`src/rtl/core/fmv_pkg.sv`:
```
package fmv_pkg;

	// Result verdict codes, carried on m_tuser
	typedef enum logic [2:0] {
		VERDICT_OK          = 3'd0,
		VERDICT_OK_UNKNOWN  = 3'd1,
		VERDICT_BAD_MAGIC   = 3'd2,
		VERDICT_BAD_CSUM    = 3'd3,
		VERDICT_TRUNCATED   = 3'd4
	} verdict_t;

	// Configuration register indexes
	localparam logic [1:0] REG_MAGIC     = 2'd0;
	localparam logic [1:0] REG_SENSITIVE = 2'd1;
	localparam logic [1:0] REG_NORMAL    = 2'd2;
	localparam logic [1:0] REG_CHECK_EN  = 2'd3;

	localparam int CFG_INDEX_W = 2;
	localparam int CFG_DATA_W  = 8;

	// Reset values of the configuration registers
	localparam logic [7:0] MAGIC_RESET     = 8'hCC;
	localparam logic [7:0] SENSITIVE_RESET = 8'h40;
	localparam logic [7:0] NORMAL_RESET    = 8'h00;
	localparam logic       CHECK_EN_RESET  = 1'b1;

	// Checksum bytes are summed as this fill value
	localparam logic [7:0] CSUM_FILL = 8'hCC;

	// Result tdata: payload_length[15:0], options_byte[23:16], computed_checksum[39:24]
	localparam int OUT_DATA_W = 40;
	localparam int OUT_USER_W = 3;
	localparam int CSUM_LSB   = 24;

endpackage

```
`src/rtl/core/framed_message_validator_core.sv`:
```
// Framed message validator.
// Input stream (s_*): one byte per request on s_tdata. A request with s_tlast
// high marks the sender closing the stream; its data byte is ignored and a
// message cut off during its data field is reported as truncated.
// Output stream (m_*): at most one result per message, the verdict on m_tuser
// and length, options byte and computed checksum on m_tdata.
// Configuration: cfg_we writes cfg_data into register cfg_index in the same
// edge; writes are to be made only while the block is idle, a rule on the
// user that the block itself does not enforce. Result path: a byte in the
// input register advances when the output is free; results are registered.
// Throughput: one byte per cycle while the output is not stalled, set by the
// single end-around-carry adder that folds each byte into the running sum
// between the input register and the result register.
// Stall: when m_tready is low with a result waiting, the input register holds
// one more byte and s_tready then drops until the result is taken.
// Reset: arst_n clears the message state, the output valid and loads the
// configuration defaults; the block then waits for a header.
module framed_message_validator_core #(
	parameter int HEADER_BYTES = 8
) (
	input  logic                            clk,
	input  logic                            arst_n,
	input  logic                            s_tvalid,
	output logic                            s_tready,
	input  logic [7:0]                      s_tdata,  // stream_byte[7:0]
	input  logic                            s_tlast,  // stream_end
	output logic                            m_tvalid,
	input  logic                            m_tready,
	// payload_length[15:0], options_byte[23:16], computed_checksum[39:24]
	output logic [fmv_pkg::OUT_DATA_W-1:0]  m_tdata,
	output logic [fmv_pkg::OUT_USER_W-1:0]  m_tuser,  // verdict[2:0]
	input  logic                            cfg_we,
	input  logic [fmv_pkg::CFG_INDEX_W-1:0] cfg_index,
	input  logic [fmv_pkg::CFG_DATA_W-1:0]  cfg_data
);

	localparam int CntW = $clog2(HEADER_BYTES);

	typedef enum logic [1:0] {
		PH_HEADER,
		PH_DATA,
		PH_BADMAGIC
	} phase_t;

	// configuration
	logic [7:0] magic_q, sens_q, norm_q;
	logic       chk_en_q;

	// input register
	logic       valid_s1;
	logic [7:0] byte_s1;
	logic       end_s1;

	// message state
	phase_t            phase_q, phase_n;
	logic [CntW-1:0]   cnt_q, cnt_n;
	logic [7:0]        opt_q, opt_n;
	logic [15:0]       len_q, len_n;
	logic [15:0]       chk_q, chk_n;
	logic [15:0]       rem_q, rem_n;
	logic [15:0]       sum_q, sum_n;
	logic [7:0]        pend_q, pend_n;
	logic              odd_q, odd_n;

	// datapath
	logic              advance;
	logic              hdr_mode, first;
	logic [15:0]       sum_in;
	logic [7:0]        pend_in;
	logic              odd_in;
	logic [7:0]        counted;
	logic [15:0]       addend;
	logic [16:0]       raw_sum;
	logic [15:0]       add_res;
	logic [15:0]       cs_final;
	fmv_pkg::verdict_t final_vrd;

	logic                            emit;
	fmv_pkg::verdict_t               vrd;
	logic [15:0]                     cs_out;
	logic                            m_valid_q;
	logic [fmv_pkg::OUT_DATA_W-1:0]  m_data_q;
	logic [fmv_pkg::OUT_USER_W-1:0]  m_user_q;

	assign advance  = valid_s1 && (!m_valid_q || m_tready);
	assign s_tready = !valid_s1 || advance;

	always_ff @(posedge clk or negedge arst_n) begin
		if (!arst_n) begin
			magic_q  <= fmv_pkg::MAGIC_RESET;
			sens_q   <= fmv_pkg::SENSITIVE_RESET;
			norm_q   <= fmv_pkg::NORMAL_RESET;
			chk_en_q <= fmv_pkg::CHECK_EN_RESET;
		end else if (cfg_we) begin
			unique case (cfg_index)
				fmv_pkg::REG_MAGIC:     magic_q  <= cfg_data;
				fmv_pkg::REG_SENSITIVE: sens_q   <= cfg_data;
				fmv_pkg::REG_NORMAL:    norm_q   <= cfg_data;
				fmv_pkg::REG_CHECK_EN:  chk_en_q <= cfg_data[0];
				default: ;
			endcase
		end
	end

	always_ff @(posedge clk or negedge arst_n) begin
		if (!arst_n) begin
			valid_s1 <= 1'b0;
		end else if (s_tready) begin
			valid_s1 <= s_tvalid;
		end
	end

	always_ff @(posedge clk) begin
		if (s_tready && s_tvalid) begin
			byte_s1 <= s_tdata;
			end_s1  <= s_tlast;
		end
	end

	// Sum operands; the first header byte starts from a cleared sum
	assign hdr_mode = (phase_q != PH_DATA);
	assign first    = hdr_mode && (cnt_q == '0);
	assign sum_in   = first ? 16'h0000 : sum_q;
	assign pend_in  = first ? 8'h00 : pend_q;
	assign odd_in   = first ? 1'b0 : odd_q;
	assign counted  = (hdr_mode && (cnt_q == CntW'(4) || cnt_q == CntW'(5)))
		? fmv_pkg::CSUM_FILL : byte_s1;

	// Even byte: word completes and is added. Odd byte: the byte alone is added,
	// which is the final fold should the message end here.
	assign addend   = odd_in ? {counted, pend_in} : {8'h00, counted};
	assign raw_sum  = {1'b0, sum_in} + {1'b0, addend};
	assign add_res  = raw_sum[15:0] + {15'd0, raw_sum[16]};
	assign cs_final = ~add_res;

	always_comb begin
		final_vrd = fmv_pkg::VERDICT_OK;
		if (chk_en_q) begin
			if (opt_n == sens_q) begin
				final_vrd = (cs_final == chk_n) ? fmv_pkg::VERDICT_OK
					: fmv_pkg::VERDICT_BAD_CSUM;
			end else if (opt_n != norm_q) begin
				final_vrd = fmv_pkg::VERDICT_OK_UNKNOWN;
			end
		end
	end

	always_comb begin
		phase_n = phase_q;
		cnt_n   = cnt_q;
		opt_n   = opt_q;
		len_n   = len_q;
		chk_n   = chk_q;
		rem_n   = rem_q;
		sum_n   = sum_q;
		pend_n  = pend_q;
		odd_n   = odd_q;
		emit    = 1'b0;
		vrd     = fmv_pkg::VERDICT_OK;
		cs_out  = 16'h0000;

		if (end_s1) begin
			if (phase_q == PH_DATA) begin
				emit = 1'b1;
				vrd  = fmv_pkg::VERDICT_TRUNCATED;
			end
			phase_n = PH_HEADER;
			cnt_n   = '0;
			rem_n   = 16'h0000;
			sum_n   = 16'h0000;
			pend_n  = 8'h00;
			odd_n   = 1'b0;
		end else begin
			sum_n  = odd_in ? add_res : sum_in;
			pend_n = odd_in ? pend_in : counted;
			odd_n  = !odd_in;
			unique case (phase_q)
				PH_DATA: begin
					rem_n = rem_q - 16'd1;
					if (rem_n == 16'h0000) begin
						emit    = 1'b1;
						vrd     = final_vrd;
						cs_out  = cs_final;
						phase_n = PH_HEADER;
						cnt_n   = '0;
						sum_n   = 16'h0000;
						pend_n  = 8'h00;
						odd_n   = 1'b0;
					end
				end
				default: begin
					if (first) begin
						phase_n = (byte_s1 == magic_q) ? PH_HEADER : PH_BADMAGIC;
						rem_n   = 16'h0000;
					end
					if (cnt_q == CntW'(1)) opt_n = byte_s1;
					if (cnt_q == CntW'(2)) len_n = {byte_s1, 8'h00};
					if (cnt_q == CntW'(3)) len_n = {len_q[15:8], byte_s1};
					if (cnt_q == CntW'(4)) chk_n = {8'h00, byte_s1};
					if (cnt_q == CntW'(5)) chk_n = {byte_s1, chk_q[7:0]};
					if (cnt_q == CntW'(HEADER_BYTES - 1)) begin
						cnt_n = '0;
						if (phase_n == PH_BADMAGIC || len_n == 16'h0000) begin
							emit    = 1'b1;
							vrd     = (phase_n == PH_BADMAGIC)
								? fmv_pkg::VERDICT_BAD_MAGIC : final_vrd;
							cs_out  = (phase_n == PH_BADMAGIC) ? 16'h0000 : cs_final;
							phase_n = PH_HEADER;
							rem_n   = 16'h0000;
							sum_n   = 16'h0000;
							pend_n  = 8'h00;
							odd_n   = 1'b0;
						end else begin
							phase_n = PH_DATA;
							rem_n   = len_n;
						end
					end else begin
						cnt_n = cnt_q + CntW'(1);
					end
				end
			endcase
		end
	end

	always_ff @(posedge clk or negedge arst_n) begin
		if (!arst_n) begin
			phase_q   <= PH_HEADER;
			cnt_q     <= '0;
			opt_q     <= 8'h00;
			len_q     <= 16'h0000;
			chk_q     <= 16'h0000;
			rem_q     <= 16'h0000;
			sum_q     <= 16'h0000;
			pend_q    <= 8'h00;
			odd_q     <= 1'b0;
			m_valid_q <= 1'b0;
			m_data_q  <= '0;
			m_user_q  <= '0;
		end else begin
			if (advance) begin
				phase_q <= phase_n;
				cnt_q   <= cnt_n;
				opt_q   <= opt_n;
				len_q   <= len_n;
				chk_q   <= chk_n;
				rem_q   <= rem_n;
				sum_q   <= sum_n;
				pend_q  <= pend_n;
				odd_q   <= odd_n;
			end
			if (advance && emit) begin
				m_valid_q <= 1'b1;
				m_data_q  <= {cs_out, opt_n, len_n};
				m_user_q  <= vrd;
			end else if (m_tready) begin
				m_valid_q <= 1'b0;
			end
		end
	end

	assign m_tvalid = m_valid_q;
	assign m_tdata  = m_data_q;
	assign m_tuser  = m_user_q;

endmodule

```
`config.mk`:
```
export PLATFORM = sky130hd
export DESIGN_NAME = framed_message_validator_core
export DESIGN_NICKNAME = d
export VERILOG_FILES = /design/src/rtl/core/fmv_pkg.sv /design/src/rtl/core/framed_message_validator_core.sv
export SDC_FILE = /design/constraint.sdc
export NUM_CORES = 1
export LEC_CHECK = 0
export ABC_AREA = 0
export BUFFER_PORTS_ARGS = -buffer_cell sky130_fd_sc_hd__buf_4
export CORE_MARGIN = 1.5
export CORE_UTILIZATION = 54
export DETAILED_ROUTE_END_ITERATION = 8
export PLACE_DENSITY_LB_ADDON = 0.2
export SLEW_MARGIN = 20
export SYNTH_ARGS = -nofsm -noshare
export SYNTH_HDL_FRONTEND = slang
export SYNTH_SLANG_ARGS = --single-unit
```
`constraint.sdc`:
```
create_clock -name clk -period 5.25 [get_ports clk]
set_input_delay 0.2625 -clock clk [delete_from_list [all_inputs] [get_ports clk]]
set_output_delay 0.2625 -clock clk [all_outputs]
set_load 0.01 [all_outputs]
```
==> results of run 1 <==
-- where the power goes --
| group | leakage, nW | internal, W | switching [W] | total, W |
|---|---|---|---|---|
| combinational | 2.56 | 0.000553 | 0.000702 | 0.00125 |
| clock | 0.247 | 0.000609 | 0.000535 | 0.00114 |
| sequential | 2.13 | 0.00149 | 0.000156 | 0.00165 |
-- kinds of logic after synthesis --
family	count (synthesis)
xor+xnor	66
compound gates	274
simple gates	343
buf+inv	76
fa+ha+maj	27
flops	165
mux	72
-- Yosys cell counts (all sizes together) (8+ instances only) --
master	count
inv	18
a22o	35
edfxtp	9
and3	13
nor3	24
xnor2	40
o21ai	94
mux2i	29
dfrtp	150
nor2b	17
mux2	43
a22oi	12
nand4	8
and2	29
ha	26
xor2	24
nor2	65
clkbuf	45
a21oi	55
nor4	17
nand3	11
buf	13
nand2b	16
nand2	109
-- metal layers --
metal | share of wire [%] | GRT usage [%] | up-vias | wire length, um
met3 | 4.3 | 4.53 | 47 | 1110
met2 | 48 | 47.0 | 240 | 12500
li1 | - | - | 3872 | -
met1 | 45 | 38.8 | 3969 | 11700
met4 | 2.9 | 10.4 | 0 | 758
met5 | 0 | 0 | - | 0
-- stage by stage --
step	hold WS, ns	setup slack (ns)	instance area, um2	utilization, %
6_report	0.0145	0.255	11400	63.9
5_1_grt	0.00190	-0.0581	11400	63.9
4_1_cts	0.00189	0.0609	11300	63.3
3_5_place_dp	0.229	-0.0656	10700	59.8
3_3_place_gp	0.230	0.0782	10700	59.8
2_1_floorplan	-0.0331	0.0174	9780	-
-- flip-flops by register name, summed over array words and instances (netlist names), 2 cells and up --
signal and count:
sens_q 8, m_tuser 3, len_q 16, rem_q 16, m_tdata 40, phase_q 2
chk_q 16, pend_q 8, magic_q 8, norm_q 8, byte_s1 8, cnt_q 3
sum_q 16, opt_q 8
-- final cells by class --
cell class | instances | area [um2] | area share [%]
Sequential cell | 165 | 4180 | 36.7
Clock buffer | 19 | 433 | 3.80
Clock inverter | 12 | 96.3 | 0.845
Inverter | 18 | 67.6 | 0.592
Multi-Input combinational cell | 782 | 5400 | 47.4
Tap cell | 229 | 287 | 2.51
Timing Repair Buffer | 121 | 936 | 8.21
-- worst min path at each step --
stage	startpoint	end	slack [ns]
2_1_floorplan	arst_n	chk_q[0]$_DFFE_PN0P_	-0.03
3_3_place_gp	arst_n	m_tdata[33]$_DFFE_PN0P_	0.23
5_1_grt	s_tdata[3]	byte_s1[3]$_DFFE_PP_	0.002
6_report	s_tdata[3]	byte_s1[3]$_DFFE_PP_	0.01
4_1_cts	s_tdata[3]	byte_s1[3]$_DFFE_PP_	0.002
3_5_place_dp	arst_n	m_tdata[35]$_DFFE_PN0P_	0.23
-- timing repair --
| action | in CTS | in global routing |
|---|---|---|
| endpoints found under the setup margin | 2 | 5 |
| gates resized for setup | 3 | 24 |
| hold endpoints to repair | 53 | 0 |
| hold buffers | 8 | 0 |
| pin swaps | 1 | 9 |
| setup buffers | 0 | 3 |
| cloned | 0 | 0 |
==> flow_summary.rst, run 1 <==
.. list-table::
   :header-rows: 1

   * - Metric
     - Value
   * - Min Clock Period, post-route
     - 5.00 ns
   * - Worst hold-check path type
     - input pin to register
   * - Top cell type's share of synthesized area
     - 38.4%
   * - First-pass iteration count of the detailed router
     - 7
   * - Fraction of the yosys area taken by sequential cells
     - 42.8%
   * - Total wirelength of the detailed-routed design
     - 26.1 mm
   * - Die Span X
     - 138 um
   * - Share of the synthesized netlist area taken by xor and xnor gates
     - 6.28%
   * - Synthesized netlist net count
     - 1074
   * - Antenna diode count
     - 0
   * - Worst-path cell chain
     - inv_2 > ha_2 > o21ai_1 > nor2_1 > nor2_1 > a22o_1 > ha_2 > fa_2 > a211oi_4 > o211ai_1 > nand2_1 > a41oi_2 > a21o_1 > a21o_1 > ha_1 > and3_2 > a31oi_1 > o221ai_1 > a211oi_2 > xnor2_1 > o2111ai_1 > nor4_2 > nand4_1 > and2_1
   * - Global-route wire length before repair
     - 41.5 mm
   * - TritonCTS clock tree
     - done
   * - Async set or reset register ratio after synthesis
     - 94.5%
   * - Critical Path RT
     - 5.56 ns
   * - Ratio of total power to cell area
     - 355 mW/mm2
   * - Overall die height
     - 138 um
   * - Highest clock frequency the design can meet
     - 0.200 GHz
   * - Largest stage delay on the critical path
     - 0.42 ns
   * - Signed area change from the synthesized netlist to the final layout
     - 16.7%
   * - Finished Layout Cells
     - 1346
   * - Ratio of cells with drive above 1 in the final layout
     - 21.3%
   * - Most used flip-flop cell after synthesis
     - dfrtp_1
   * - Power consumption
     - 0.00405 W
   * - Reg-to-reg endpoint
     - m_tuser[0]$_DFFE_PN0P_
   * - Yosys warning total
     - 0
   * - First DRT Iteration DRCs
     - 542
   * - Clock insertion delay at the later pin of the skew report
     - 0.43 ns
   * - Port-buffer cells
     - 68
   * - Post-synth EDFFs
     - 9
   * - Total Die Area
     - 0.0189 mm2
   * - Final Hold Violating Endpoints
     - 0
   * - Floorplan row count
     - 49
   * - Via density per instance
     - 6.04
   * - Sinks on the clock net
     - 165
   * - Number of synthesized register bits
     - 165
   * - Clock input transition at the sequential cells of the worst setup and hold paths
     - 0.06 ns
   * - Residual overflow from global routing
     - 0
   * - Post-Synth Simple-Gate Area
     - 17.9%
   * - Max Slew Vio Count
     - 0
   * - Cell with the largest stage delay on the worst path
     - dfrtp_1
   * - Number of H-tree branching levels
     - 4
   * - Maximum ir drop on the vdd rail
     - 0.000244 V
   * - HPWL after DPL
     - 18.6 mm
   * - Largest net degree at the start of global routing
     - 70
   * - Final setup fails
     - 0
   * - Cell count along the critical path
     - 24
   * - Arrival time at the worst endpoint
     - 5.31 ns
   * - Number of buffers and inverters on the critical path
     - 1
   * - Last element of the critical path
     - m_tuser[0]$_DFFE_PN0P_
   * - Slew margin rel.
     - 39.4%
   * - Final ANT Viol Nets
     - 0
   * - Final GP Congestion
     - 0.982
   * - Multiplexer share of the synthesized area
     - 7.92%
   * - Startpoint type of the worst setup path
     - register
   * - Via count of the first global-routing pass
     - 7787
   * - Number of max-cap violations
     - 0
   * - Worst Hold Depth
     - 1
   * - Leading area contributor after synthesis
     - dfrtp_1
   * - Type of the setup path with the least slack
     - register to register
   * - Final worst-path cycle share
     - 95.1%
   * - Detailed-route wire length per cell
     - 19.4 um
   * - Initial antenna violation count
     - 0
   * - Pleak
     - 4.94 nW
   * - Maximum clock insertion buffer count
     - 2
   * - R2R Path Start
     - cnt_q[1]$_DFFE_PN0P_
   * - Status
     - finished, final reports clean
   * - Number of ports placed on the die boundary
     - 69
   * - Most used cells in the layout excluding fill and tap cells
     - dfrtp_1 (150), buf_4 (111), nand2_1 (109), o21ai_0 (85), nor2_1 (64)
   * - Root Buffer Master
     - clkbuf_16
   * - Fillers
     - 1485
   * - Most common library cell in the layout ignoring fill and taps
     - dfrtp_1
   * - Combined global-route utilization of all metal layers
     - 28.7%
   * - Slack of the worst reg-to-reg path
     - 0.25 ns
   * - Share of the synthesized area in compound gates (AO/OA/AOI/OAI)
     - 18.4%
   * - Residual DRC count
     - 0
   * - Syn avg cell area
     - 9.56 um2
   * - Adder and majority cell fraction of the synthesized area
     - 3.53%
   * - Post-layout net count
     - 1156
   * - Beginning of the critical path
     - cnt_q[1]$_DFFE_PN0P_
   * - Actual transition at the worst max-transition pin
     - 0.905 ns
   * - Effective utilization at floorplan
     - 54.8%
   * - Placed insts
     - 1304
   * - Ranking of synthesized cells by area
     - dfrtp_1 (38%), mux2_2 (5.0%), o21ai_0 (4.5%)
   * - Core box area
     - 0.0178 mm2
   * - Largest family of logic cells by synthesized area
     - compound AO/OA/AOI/OAI gates
   * - Via count
     - 8128
   * - Register-to-Register Path Depth
     - 24
   * - Cell count after synthesis
     - 1023
   * - Number of buffers added by the clock tree synthesis step
     - 17
   * - Type of element capturing the critical path
     - register
   * - Sum of negative setup slack
     - 0 ns
   * - Number of distinct library cells after synthesis
     - 80
   * - Kind of cell adding the most delay to the critical path
     - compound AO/OA/AOI/OAI gates
   * - Mapped cell area
     - 0.00978 mm2
   * - Crit path max fanout
     - 9
   * - Final clock skew
     - 0.0116 ns
(Power assumes the default switching activity.)
==> run 2, diff against run 1 <==
--- a/config.mk
+++ b/config.mk
@@ -7,8 +7,9 @@
 export LEC_CHECK = 0
 export ABC_AREA = 0
 export BUFFER_PORTS_ARGS = -buffer_cell sky130_fd_sc_hd__buf_4
+export CAP_MARGIN = 30
 export CORE_MARGIN = 1.5
-export CORE_UTILIZATION = 54
+export CORE_UTILIZATION = 50
 export DETAILED_ROUTE_END_ITERATION = 8
 export PLACE_DENSITY_LB_ADDON = 0.2
 export SLEW_MARGIN = 20
==> constraint.sdc (replaced) <==
create_clock -name clk -period 5.15 [get_ports clk]
set_input_delay 0.2575 -clock clk [delete_from_list [all_inputs] [get_ports clk]]
set_output_delay 0.2575 -clock clk [all_outputs]
set_load 0.01 [all_outputs]
==> run 2 against run 1 <==
  * Die area up 7.8%
  * Critical endpoint unchanged
  * Clock-buffer cell count fell by 1
  * Cell area rose by 2.1%
  * Cell count rose by 3.5%
  * First-iteration DRC count is 6.6% higher
  * Sequential share of layout area fell by 0.75 points
  * Sequential cell count stayed put
  * Worst hold slack worse by 0.0017 ns
==> flow_summary.rst, run 2 (synthesis gave the netlist of run 1 again) <==
.. list-table::
   :header-rows: 1

   * - Metric
     - Value
   * - Status
     - finished, final reports clean
   * - Type of the setup path with the least slack
     - register to register
   * - TritonCTS clock tree
     - done
   * - Root Buffer Master
     - clkbuf_16
   * - Slew margin rel.
     - 40.9% (+1.4 points)
   * - Actual transition at the worst max-transition pin
     - 0.887 ns (-0.0184 ns)
   * - Signed area change from the synthesized netlist to the final layout
     - 19.1%
   * - Global-route layer with the greatest usage
     - met2
   * - Die Span X
     - 143 um (+3.8%)
   * - Highest clock frequency the design can meet
     - 0.203 GHz (+1.6%)
   * - Clock insertion delay at the later pin of the skew report
     - 0.44 ns (about the same)
   * - Fillers
     - 1639 (+10%)
   * - Effective utilization at floorplan
     - 51.6% (-3.2 points)
   * - Flip-flop count of the largest register after layout
     - 40 (unchanged)
   * - Number of buffers added by the clock tree synthesis step
     - 17 (unchanged)
   * - GR Layer Usage met1
     - 36.3% (-2.5 points)
   * - End-of-flow core utilization
     - 61.4% (-2.5 points)
   * - Final ANT Viol Nets
     - 0 (unchanged)
   * - Number of ports placed on the die boundary
     - 69 (unchanged)
   * - Final GP Congestion
     - 0.935 (-4.8%)
   * - Initial antenna violation count
     - 0 (unchanged)
   * - Max Slew Vio Count
     - 0 (unchanged)
   * - Area of placed instances
     - 0.0108 mm2 (+1.3%)
   * - Via density per instance
     - 5.87 (-2.7%)
   * - First DRT Iteration DRCs
     - 578 (+6.6%)
   * - Ratio of total power to cell area
     - 365 mW/mm2 (+2.9%)
   * - Final worst-path cycle share
     - 95.4% (+0.28 points)
   * - Floorplan row count
     - 50 (+2.0%)
   * - Post-layout worst setup margin
     - 0.236 ns (-0.0195 ns)
   * - Post-layout net count
     - 1171 (+1.3%)
   * - HPWL after DPL
     - 19.3 mm (+3.9%)
   * - Combined global-route utilization of all metal layers
     - 27.2% (-1.5 points)
   * - Via count of the first global-routing pass
     - 7984 (+2.5%)
   * - Most common library cell in the layout ignoring fill and taps
     - dfrtp_1
   * - Detailed-route wire length per cell
     - 19.3 um (-0.12%)
   * - Final setup fails
     - 0 (unchanged)
   * - Total Die Area
     - 0.0204 mm2 (+7.8%)
   * - Clock input transition at the sequential cells of the worst setup and hold paths
     - 0.07 ns (about the same)
   * - Overall die height
     - 143 um (+3.8%)
   * - Final Hold Violating Endpoints
     - 0 (unchanged)
   * - Final clock skew
     - 0.0231 ns (+0.0116 ns)
   * - Arrival time at the worst endpoint
     - 5.23 ns (-0.08 ns)
   * - Number of max-cap violations
     - 0 (unchanged)
   * - Port-buffer cells
     - 68 (unchanged)
   * - Maximum clock insertion buffer count
     - 2 (unchanged)
   * - Residual overflow from global routing
     - 0 (unchanged)
   * - Startpoint type of the worst setup path
     - register
   * - Sinks on the clock net
     - 165 (unchanged)
   * - Grt met2 use
     - 45.0% (-2.0 points)
   * - Pleak
     - 5.07 nW (+2.6%)
   * - Via count
     - 8182 (+0.66%)
   * - Maximum ir drop on the vdd rail
     - 0.000257 V (+5.2%)
   * - Grt met3 use
     - 4.43% (-0.099 points)
   * - Critical Path RT
     - 5.47 ns (-0.09 ns)
   * - Final design area excluding fillers
     - 0.0116 mm2 (+2.1%)
   * - Residual DRC count
     - 0 (unchanged)
   * - Crit path max fanout
     - 4 (-5)
   * - Total wirelength of the detailed-routed design
     - 27.0 mm (+3.4%)
   * - Number of H-tree branching levels
     - 4 (unchanged)
   * - Most used cells in the layout excluding fill and tap cells
     - dfrtp_1 (150), buf_4 (124), nand2_1 (109), o21ai_0 (85), nor2_1 (62)
   * - Worst hold-check path type
     - input pin to register
   * - Core box area
     - 0.0190 mm2 (+6.2%)
   * - Worst-case setup slack after placement
     - 0.0386 ns (+0.104 ns)
   * - Largest net degree at the start of global routing
     - 92 (+31%)
   * - First-pass iteration count of the detailed router
     - 5 (-2)
   * - Ratio of cells with drive above 1 in the final layout
     - 22.4% (+1.1 points)
   * - Type of element capturing the critical path
     - register
   * - Global-route wire length before repair
     - 42.5 mm (+2.5%)
   * - Antenna diode count
     - 0 (unchanged)
   * - Power consumption
     - 0.00425 W (+5.0%)
   * - Min Clock Period, post-route
     - 4.91 ns (-0.0805 ns)
## run 2: what timing repair did
item	CTS	global route
resized for setup	0	31
setup endpoints to repair	0	4
hold buffers	6	3
setup buffers	0	4
hold endpoints to repair	89	3
## run 2: through the flow
| step | hold slack, ns | setup TNS, ns | cells |
|---|---|---|---|
| after global routing | 0.000714 | -0.0139 | 1393 |
| after detailed placement | 0.398 | 0 | 1347 |
| after floorplan | -0.0381 | 0 | 1023 |
| final | 0.0128 | 0 | 1393 |
| after global placement | 0.390 | 0 | 1346 |
| after CTS | 0.00235 | 0 | 1385 |
## run 2: area by class of cell
class | count | area, um2 | share of cell area (%)
Clock inverter | 14 | 144 | 1.24
Clock buffer | 18 | 429 | 3.69
Inverter | 18 | 67.6 | 0.580
Multi-Input combinational cell | 782 | 5450 | 46.8
Tap cell | 260 | 325 | 2.79
Timing Repair Buffer | 136 | 1050 | 9.00
Sequential cell | 165 | 4180 | 35.9
## run 2: path summary, 6_finish.rpt
path	start	endpoint	slack [ns]	cells after the start
max	cnt_q[1]$_DFFE_PN0P_	m_tuser[0]$_DFFE_PN0P_	0.24	24
min	s_tdata[2]	byte_s1[2]$_DFFE_PP_	0.01	1
min in group asynchronous	arst_n	sens_q[1]$_DFFE_PN0P_	0.47	2
max in group asynchronous	arst_n	m_tdata[35]$_DFFE_PN0P_	3.32	3
min reg2reg	m_tdata[17]$_DFFE_PN0P_	m_tdata[17]$_DFFE_PN0P_	0.48	2
max reg2reg	cnt_q[1]$_DFFE_PN0P_	m_tuser[0]$_DFFE_PN0P_	0.24	24
## run 2: power breakdown
part           total [W]  switching (W)  internal [W]  leakage (nW)
Clock            0.00126       0.000572      0.000684         0.281
Sequential       0.00168       0.000159       0.00152          2.13
Combinational    0.00131       0.000733      0.000581          2.65
## run 2: layer usage
metal  wire length (um)  vias up
met4                744        0
met1              12100     4010
met3               1110       49
met5                  0        -
li1                   -     3894
met2              13000      229
## run 2: worst max-delay path, stage by stage, from the launching register on
cell and delay, ns:
dfrtp_1 0.38, inv_1 0.12, ha_4 0.19, nand3_4 0.10, and2_4 0.19, a22o_1 0.26
ha_1 0.24, fa_2 0.37, a211oi_2 0.26, o211ai_1 0.14, nand2_1 0.13, a41oi_2 0.13
a21o_1 0.20, a21o_1 0.19, ha_1 0.20, ha_1 0.22, nand2_1 0.08, inv_1 0.07
o2111a_1 0.18, xor3_1 0.38, nor4b_2 0.22, a211oi_1 0.11, a211oi_2 0.17, nand4_1 0.11
and2_1 0.15
